===== config.mk =====
export PLATFORM = sky130hd
export DESIGN_NAME = float32_add_sub_mul
export DESIGN_NICKNAME = d
export VERILOG_FILES = /design/src/rtl/f32asm_pkg.sv /design/src/rtl/float32_add_sub_mul.sv /design/src/rtl/f32asm_addsub.sv /design/src/rtl/f32asm_mul.sv
export VERILOG_INCLUDE_DIRS = /design/src /design/src/rtl
export SDC_FILE = /design/constraint.sdc
export NUM_CORES = 2
export LEC_CHECK = 0
export ABC_CLOCK_PERIOD_IN_PS = 11650
export BUFFER_PORTS_ARGS = -buffer_cell sky130_fd_sc_hd__buf_2
export CAP_MARGIN = 20
export CORE_MARGIN = 4
export CORE_UTILIZATION = 60
export CTS_BUF_LIST = sky130_fd_sc_hd__clkbuf_4 sky130_fd_sc_hd__clkbuf_8
export DETAILED_ROUTE_END_ITERATION = 10
export GPL_TIMING_DRIVEN = 0
export PLACE_DENSITY_LB_ADDON = 0.15
export REMOVE_ABC_BUFFERS = 1
export SYNTH_ARGS = -nofsm -noshare
export SYNTH_HDL_FRONTEND = slang
export SYNTH_SLANG_ARGS = --single-unit
export TNS_END_PERCENT = 5

===== constraint.sdc =====
create_clock -name clk -period 11.65 [get_ports clk]
set_input_delay 0 -clock clk [delete_from_list [all_inputs] [get_ports clk]]
set_output_delay 0 -clock clk [all_outputs]
set_load 0.02 [all_outputs]

===== src/rtl/assert_macros.svh =====
// ----------------------------------------------------------------------------
// Assertion macros
// Shared concurrent assertion forms for the floating-point block.
// ----------------------------------------------------------------------------
`ifndef ASSERT_MACROS_SVH
`define ASSERT_MACROS_SVH

// Implication checked on every rising clock edge outside reset.
`define ASSERT_IMPL(label, clk, rst_n, ante, cons) \
	label: assert property (@(posedge clk) disable iff (!rst_n) (ante) |-> (cons)) \
		else $error("assertion failed");

// Next-cycle implication checked outside reset.
`define ASSERT_NEXT(label, clk, rst_n, ante, cons) \
	label: assert property (@(posedge clk) disable iff (!rst_n) (ante) |=> (cons)) \
		else $error("assertion failed");

`endif


===== src/rtl/f32asm_pkg.sv =====
// ----------------------------------------------------------------------------
// f32asm_pkg
// Shared types and constants for the float32 add, subtract and multiply block.
// ----------------------------------------------------------------------------
package f32asm_pkg;

	localparam int CmdW  = 2;
	localparam int WordW = 32;
	localparam int ExpW  = 8;
	localparam int FracW = 23;
	localparam int SigW  = 24;

	localparam logic [CmdW-1:0] CMD_ADD  = 2'd0;
	localparam logic [CmdW-1:0] CMD_SUB  = 2'd1;
	localparam logic [CmdW-1:0] CMD_MUL  = 2'd2;
	// The unused opcode is decoded by its upper bit and behaves as multiply.
	localparam logic [CmdW-1:0] CMD_RSVD = 2'd3;

	localparam logic [ExpW-1:0] EXP_BIAS = 8'd127;

	typedef struct packed {
		logic [CmdW-1:0]  cmd;
		logic [WordW-1:0] lhs_bits;
		logic [WordW-1:0] rhs_bits;
	} op_t;

endpackage


===== src/rtl/float32_add_sub_mul.sv =====
// ----------------------------------------------------------------------------
// float32_add_sub_mul
// Truncating single-precision add, subtract and multiply, one op per cycle unless m_axis stalls.
// ----------------------------------------------------------------------------
// Channel  Dir  Beat contents (tdata, low bits first)
// s_axis   in   cmd[1:0], lhs_bits[33:2], rhs_bits[65:34], zero fill to 72
// m_axis   out  result_bits[31:0]
//
// An operation is registered on entry and its result in the output register;
// one beat per cycle is sustained while m_axis_tready stays high.
// The input and output registers form a two-stage pipeline that advances when
// the result register is empty or being drained. Reset empties both stages.
module float32_add_sub_mul (
	input  logic        clk,
	input  logic        arst_n,
	input  logic        s_axis_tvalid,
	output logic        s_axis_tready,
	input  logic [71:0] s_axis_tdata,  // cmd, lhs_bits, rhs_bits, zero fill
	output logic        m_axis_tvalid,
	input  logic        m_axis_tready,
	output logic [31:0] m_axis_tdata   // result_bits
);

	f32asm_pkg::op_t  op_s1;
	logic             vld_s1, vld_s2;
	logic [31:0]      res_s2, as_res, mul_res;
	logic             adv2, adv1;

	assign adv2 = !vld_s2 || m_axis_tready;
	assign adv1 = !vld_s1 || adv2;
	assign s_axis_tready = adv1;

	always_ff @(posedge clk or negedge arst_n) begin
		if (!arst_n) begin
			vld_s1 <= 1'b0;
			vld_s2 <= 1'b0;
		end else begin
			if (adv1) vld_s1 <= s_axis_tvalid;
			if (adv2) vld_s2 <= vld_s1;
		end
	end

	always_ff @(posedge clk) begin
		if (adv1 && s_axis_tvalid) begin
			op_s1 <= {s_axis_tdata[1:0], s_axis_tdata[33:2], s_axis_tdata[65:34]};
		end
		if (adv2 && vld_s1) begin
			res_s2 <= op_s1.cmd[1] ? mul_res : as_res;
		end
	end

	f32asm_addsub u_addsub (
		.lhs_bits    (op_s1.lhs_bits),
		.rhs_bits    (op_s1.rhs_bits),
		.negate      (op_s1.cmd == f32asm_pkg::CMD_SUB),
		.result_bits (as_res)
	);

	f32asm_mul u_mul (
		.lhs_bits    (op_s1.lhs_bits),
		.rhs_bits    (op_s1.rhs_bits),
		.result_bits (mul_res)
	);

	assign m_axis_tvalid = vld_s2;
	assign m_axis_tdata  = res_s2;

`include "assert_macros.svh"

	`ASSERT_NEXT(a_hold_out, clk, arst_n, m_axis_tvalid && !m_axis_tready, m_axis_tvalid)
	`ASSERT_IMPL(a_ready_free, clk, arst_n, !m_axis_tvalid, s_axis_tready)
	`ASSERT_NEXT(a_s1_moves, clk, arst_n, vld_s1 && adv2, m_axis_tvalid)

endmodule


===== src/rtl/f32asm_addsub.sv =====
// ----------------------------------------------------------------------------
// f32asm_addsub
// Aligns, adds and normalizes two single-precision patterns (truncating).
// ----------------------------------------------------------------------------
module f32asm_addsub (
	input  logic [f32asm_pkg::WordW-1:0] lhs_bits,
	input  logic [f32asm_pkg::WordW-1:0] rhs_bits,
	input  logic                         negate,
	output logic [f32asm_pkg::WordW-1:0] result_bits
);

	logic                              sa, sb, sgn;
	logic [f32asm_pkg::ExpW-1:0]       ea, eb, e_big, diff, e_out;
	logic [f32asm_pkg::SigW-1:0]       fa, fb, f_big, f_small, f_al, mag24;
	logic                              swap;
	logic [f32asm_pkg::SigW+1:0]       va, vb, sum;
	logic [f32asm_pkg::SigW:0]         mag;
	logic [4:0]                        lz;
	logic                              found;

	always_comb begin
		sa = lhs_bits[31];
		sb = rhs_bits[31] ^ negate;
		ea = lhs_bits[30:23];
		eb = rhs_bits[30:23];
		fa = {1'b1, lhs_bits[22:0]};
		fb = {1'b1, rhs_bits[22:0]};
		swap = ea < eb;
		diff = swap ? (eb - ea) : (ea - eb);
		e_big = swap ? eb : ea;
		f_big = swap ? fb : fa;
		f_small = swap ? fa : fb;
		f_al = (diff >= 8'd24) ? '0 : (f_small >> diff[4:0]);
		// Operands in two's complement with room for the sign and the carry.
		va = {2'b00, swap ? f_al : f_big};
		vb = {2'b00, swap ? f_big : f_al};
		if (sa) va = -va;
		if (sb) vb = -vb;
		sum = va + vb;
		sgn = sum[25];
		mag = sgn ? 25'(-sum) : sum[24:0];
		e_out = e_big;
		if (mag[24]) begin
			mag24 = mag[24:1];
			e_out = e_big + 8'd1;
		end else begin
			mag24 = mag[23:0];
		end
		lz = '0;
		found = 1'b0;
		for (int i = 23; i >= 0; i--) begin
			if (!found && mag24[i]) begin
				found = 1'b1;
				lz = 5'(23 - i);
			end
		end
		mag24 = mag24 << lz;
		e_out = e_out - {3'b000, lz};
		if (mag == '0) result_bits = '0;
		else result_bits = {sgn, e_out, mag24[22:0]};
	end

endmodule


===== src/rtl/f32asm_mul.sv =====
// ----------------------------------------------------------------------------
// f32asm_mul
// Multiplies two single-precision patterns with a truncated product.
// ----------------------------------------------------------------------------
module f32asm_mul (
	input  logic [f32asm_pkg::WordW-1:0] lhs_bits,
	input  logic [f32asm_pkg::WordW-1:0] rhs_bits,
	output logic [f32asm_pkg::WordW-1:0] result_bits
);

	logic [47:0]                 prod;
	logic [24:0]                 p;
	logic [f32asm_pkg::ExpW-1:0] e;

	always_comb begin
		prod = {24'd0, 1'b1, lhs_bits[22:0]} * {24'd0, 1'b1, rhs_bits[22:0]};
		p = prod[47:23];
		e = lhs_bits[30:23] + rhs_bits[30:23] - f32asm_pkg::EXP_BIAS;
		if (p[24]) begin
			result_bits = {lhs_bits[31] ^ rhs_bits[31], e + 8'd1, p[23:1]};
		end else begin
			result_bits = {lhs_bits[31] ^ rhs_bits[31], e, p[22:0]};
		end
	end

endmodule

==> reports/results.ini <==
[outcome]
status=finished, final reports clean

[clock_network]
clkSlewWorstSetupHoldPaths_ps=190
root_buffer=clkbuf_8
clk_path_buf_depth=2
numCtsBuffers=9
h-tree-depth=3
cts_tree=yes
clkLatencyLatePin_ps=500
cts_num_sinks=100

[synth]
ys_seq_area_share_pct=9.53
syn-cell-area_mm2=0.0314
synthAdderAreaFrac_pct=40.4
synth_top_family_by_area=adder cells
syn_avg_cell_area_um2=8.57
synth_xor_area_share_pct=3.99
synthArstFlopShare_pct=2.00
yosysWarnings=0
ys_ff_latch=100
synth-simple-area-share_pct=18.6
synth_compound_area_share_pct=12.0
synth_edf_count=98
synth-main-ff-cell=edfxtp_1
syn_inst=3662
ys_types=114
synthMuxAreaShare_pct=5.44

[die]
io_pins=110
die_y_um=237
rows=83
die_area_mm2=0.0560
initial_utilization_pct=60.9
die_w_um=237
placeableCoreArea_mm2=0.0515

[drt]
vias=27700
antenna_left=0
wl_per_cell_um=23.4
drt-pass1-iter-count=5
drcViolationCount=0
via_per_inst=6.23
drt-total-wl_um=104000
drt_iter0_drc=2892

[timing]
rsz0062_at_grt=true
fmax_ghz=0.0877
layout_worst_path_cycle_share_pct=97.9
slew_headroom_pct=27.5
worst_slew_pin_slew_ps=1090
drv_slew=0
finClkSkew_ps=53.6
fin_crit_ps=11410
finalHoldViolations=0
setup_viol=0

[global_route]
grt_overflow=0
use_met1_pct=49.3
grt_pass1_vias=29400
grt_pass1_wl_um=164000
grtUsageTotal_pct=37.3
grt_use_met2_pct=60.2
grt_antenna_before_repair=1
grt_max_degree=59
grt.busiest_layer=met2
use_met3_pct=7.15

[critical_path]
r2r-end=m_axis_tdata[6]
cp-start-kind=flop
cp.arrival_ps=11540
critPathKind=flop to flop
r2r_cells=41
end_kind=flop
cp_max_fo=19
startpoint=op_s1[55]
r2r_setup_slack_ps=240
worstPathRequired_ps=11790
cp_common_cell=buf_4
reg2reg_from=op_s1[55]
cp_slowest_stage_delay_ps=690
critPathSlowestCell=fa_2

[min_path]
worstHoldStart=s_axis_tdata[3]
hold_end=op_s1[33]
hold_path_depth=2
hold_path.class=input pin to flop

[cells_and_area]
n_fill_cell=4111
final_area_mm2=0.0352
area_growth_pct=12.1
drive_gt1_share_pct=11.4
nNetsFinal=4557

[placed_design]
port-buffer-count=103
gp_congestion=0.924
dpl-instance-area_mm2=0.0331
post-dp-hpwl_um=78700

[run]
drv_cap=0

## cell families after synthesis
family,count (synthesis)
flip-flops,100
adder cells (fa/ha/maj),721
XOR/XNOR,139
buffers and inverters,806
AO/OA/AOI/OAI,557
multiplexers,143
AND/OR/NAND/NOR,1196
## registers in the layout, summed over array words and instances (netlist names)
signal,flops
m_axis_tdata,32
vld_s1,1
op_s1,66
m_axis_tvalid,1
## per-stage QoR
step / hold slack (ps) / setup WS (ps) / setup TNS (ps) / util, % / instances
floorplan: -296 / -993 / -6100 / - / 3458
global placement: -216 / -4470 / -114870 / 61.8 / 4241
detailed placement: -213 / -2660 / -58890 / 64.3 / 4291
CTS: 165 / 10.7 / 0 / 67.1 / 4413
global route: 190 / -110 / -302 / 68.3 / 4445
finish: 193 / 244 / 0 / 68.3 / 4446
## routing by layer
layer  part of all wire (%)  wire (um)
met1                     39      40900
met2                     46      48000
met3                    9.0       9400
met4                    5.4       5650
met5                      0          0
## area by class of cell
| class | count | area (um2) | share of cell area [%] |
|---|---|---|---|
| repair buffers | 282 | 2990 | 8.49 |
| multi-input cells | 2765 | 25900 | 73.6 |
| diodes | 1 | 2.50 | 0.00711 |
| clock buffers | 9 | 124 | 0.352 |
| clock inverters | 7 | 80.1 | 0.228 |
| well taps | 680 | 851 | 2.42 |
| flip-flops and latches | 100 | 2990 | 8.51 |
| inverters | 602 | 2270 | 6.44 |
## synthesized netlist by cell type, drive strengths merged, types with 7 or more instances
library cell	instances	area share (%)
nand2	482	5.8
nor4	16	0.41
o21ai	135	2.2
o21a	31	0.74
o41ai	7	0.24
a221oi	8	0.24
o221ai	14	0.39
nor2b	17	0.34
a21o	41	0.98
nand3b	9	0.22
mux4	15	1.1
fa	486	31
a211o	8	0.22
edfxtp	98	9.4
a211oi	15	0.41
inv	601	7.2
o22ai	9	0.20
o31ai	22	0.54
ha	235	9.4
nand2b	25	0.50
nor3	87	1.4
nand4	15	0.30
and4	7	0.20
buf	55	1.1
a22oi	8	0.25
clkbuf	149	1.8
a21boi	9	0.23
and2	230	4.6
and3	26	0.52
a22o	7	0.20
nand3	57	0.94
mux2i	84	2.8
o2111ai	11	0.31
mux2	44	1.6
or3	18	0.36
nor2	171	2.1
nor3b	7	0.17
xor2	39	1.1
xnor2	100	2.8
o211ai	19	0.49
a21oi	144	2.4
or2	14	0.28
a31oi	13	0.26
## cell usage in the layout, fill, tap and decap left out, types with 41 or more instances in the layout
cell and instances:
fa_1 484, nand2_1 477, and2_1 227, o21ai_0 107
buf_16 44, buf_4 54, xnor2_1 89, buf_2 104
nand3_1 52, inv_1 599, dlygate4sd3_1 71, nor3_1 78
nor2_1 168, ha_1 230, edfxtp_1 98, mux2i_1 79
mux2_2 41, a21oi_1 132
## worst max path at each step
stage / end / slack (ps) / cells after the start
after global placement: m_axis_tdata[30] / -4470 / 42
after detailed placement: m_axis_tdata[30] / -2660 / 42
after global routing: m_axis_tdata[30] / -110 / 46
after floorplan: m_axis_tdata[30] / -990 / 43
after CTS: m_axis_tdata[30] / 10 / 47
final: m_axis_tdata[6] / 240 / 41
## critical path, delay by kind of cell (launching register included)
family / cells / cell delay [ps]
adder cells (fa/ha/maj): 3 / 1290
buffers and inverters: 6 / 1110
XOR/XNOR: 1 / 90
flip-flops: 1 / 410
AO/OA/AOI/OAI: 11 / 2700
AND/OR/NAND/NOR: 14 / 3700
multiplexers: 6 / 1720
## what timing repair did
action / in CTS / in global routing
endpoints found under the hold margin: 78 / 0
cloned: 9 / 0
endpoints found under the setup margin: 32 / 28
resized for setup: 50 / 61
setup buffers: 26 / 28
hold buffers: 71 / 0
pin swaps: 14 / 15
Power is not shown: default switching activity piles up to over one toggle a cycle in this logic, so the estimate is an artifact.
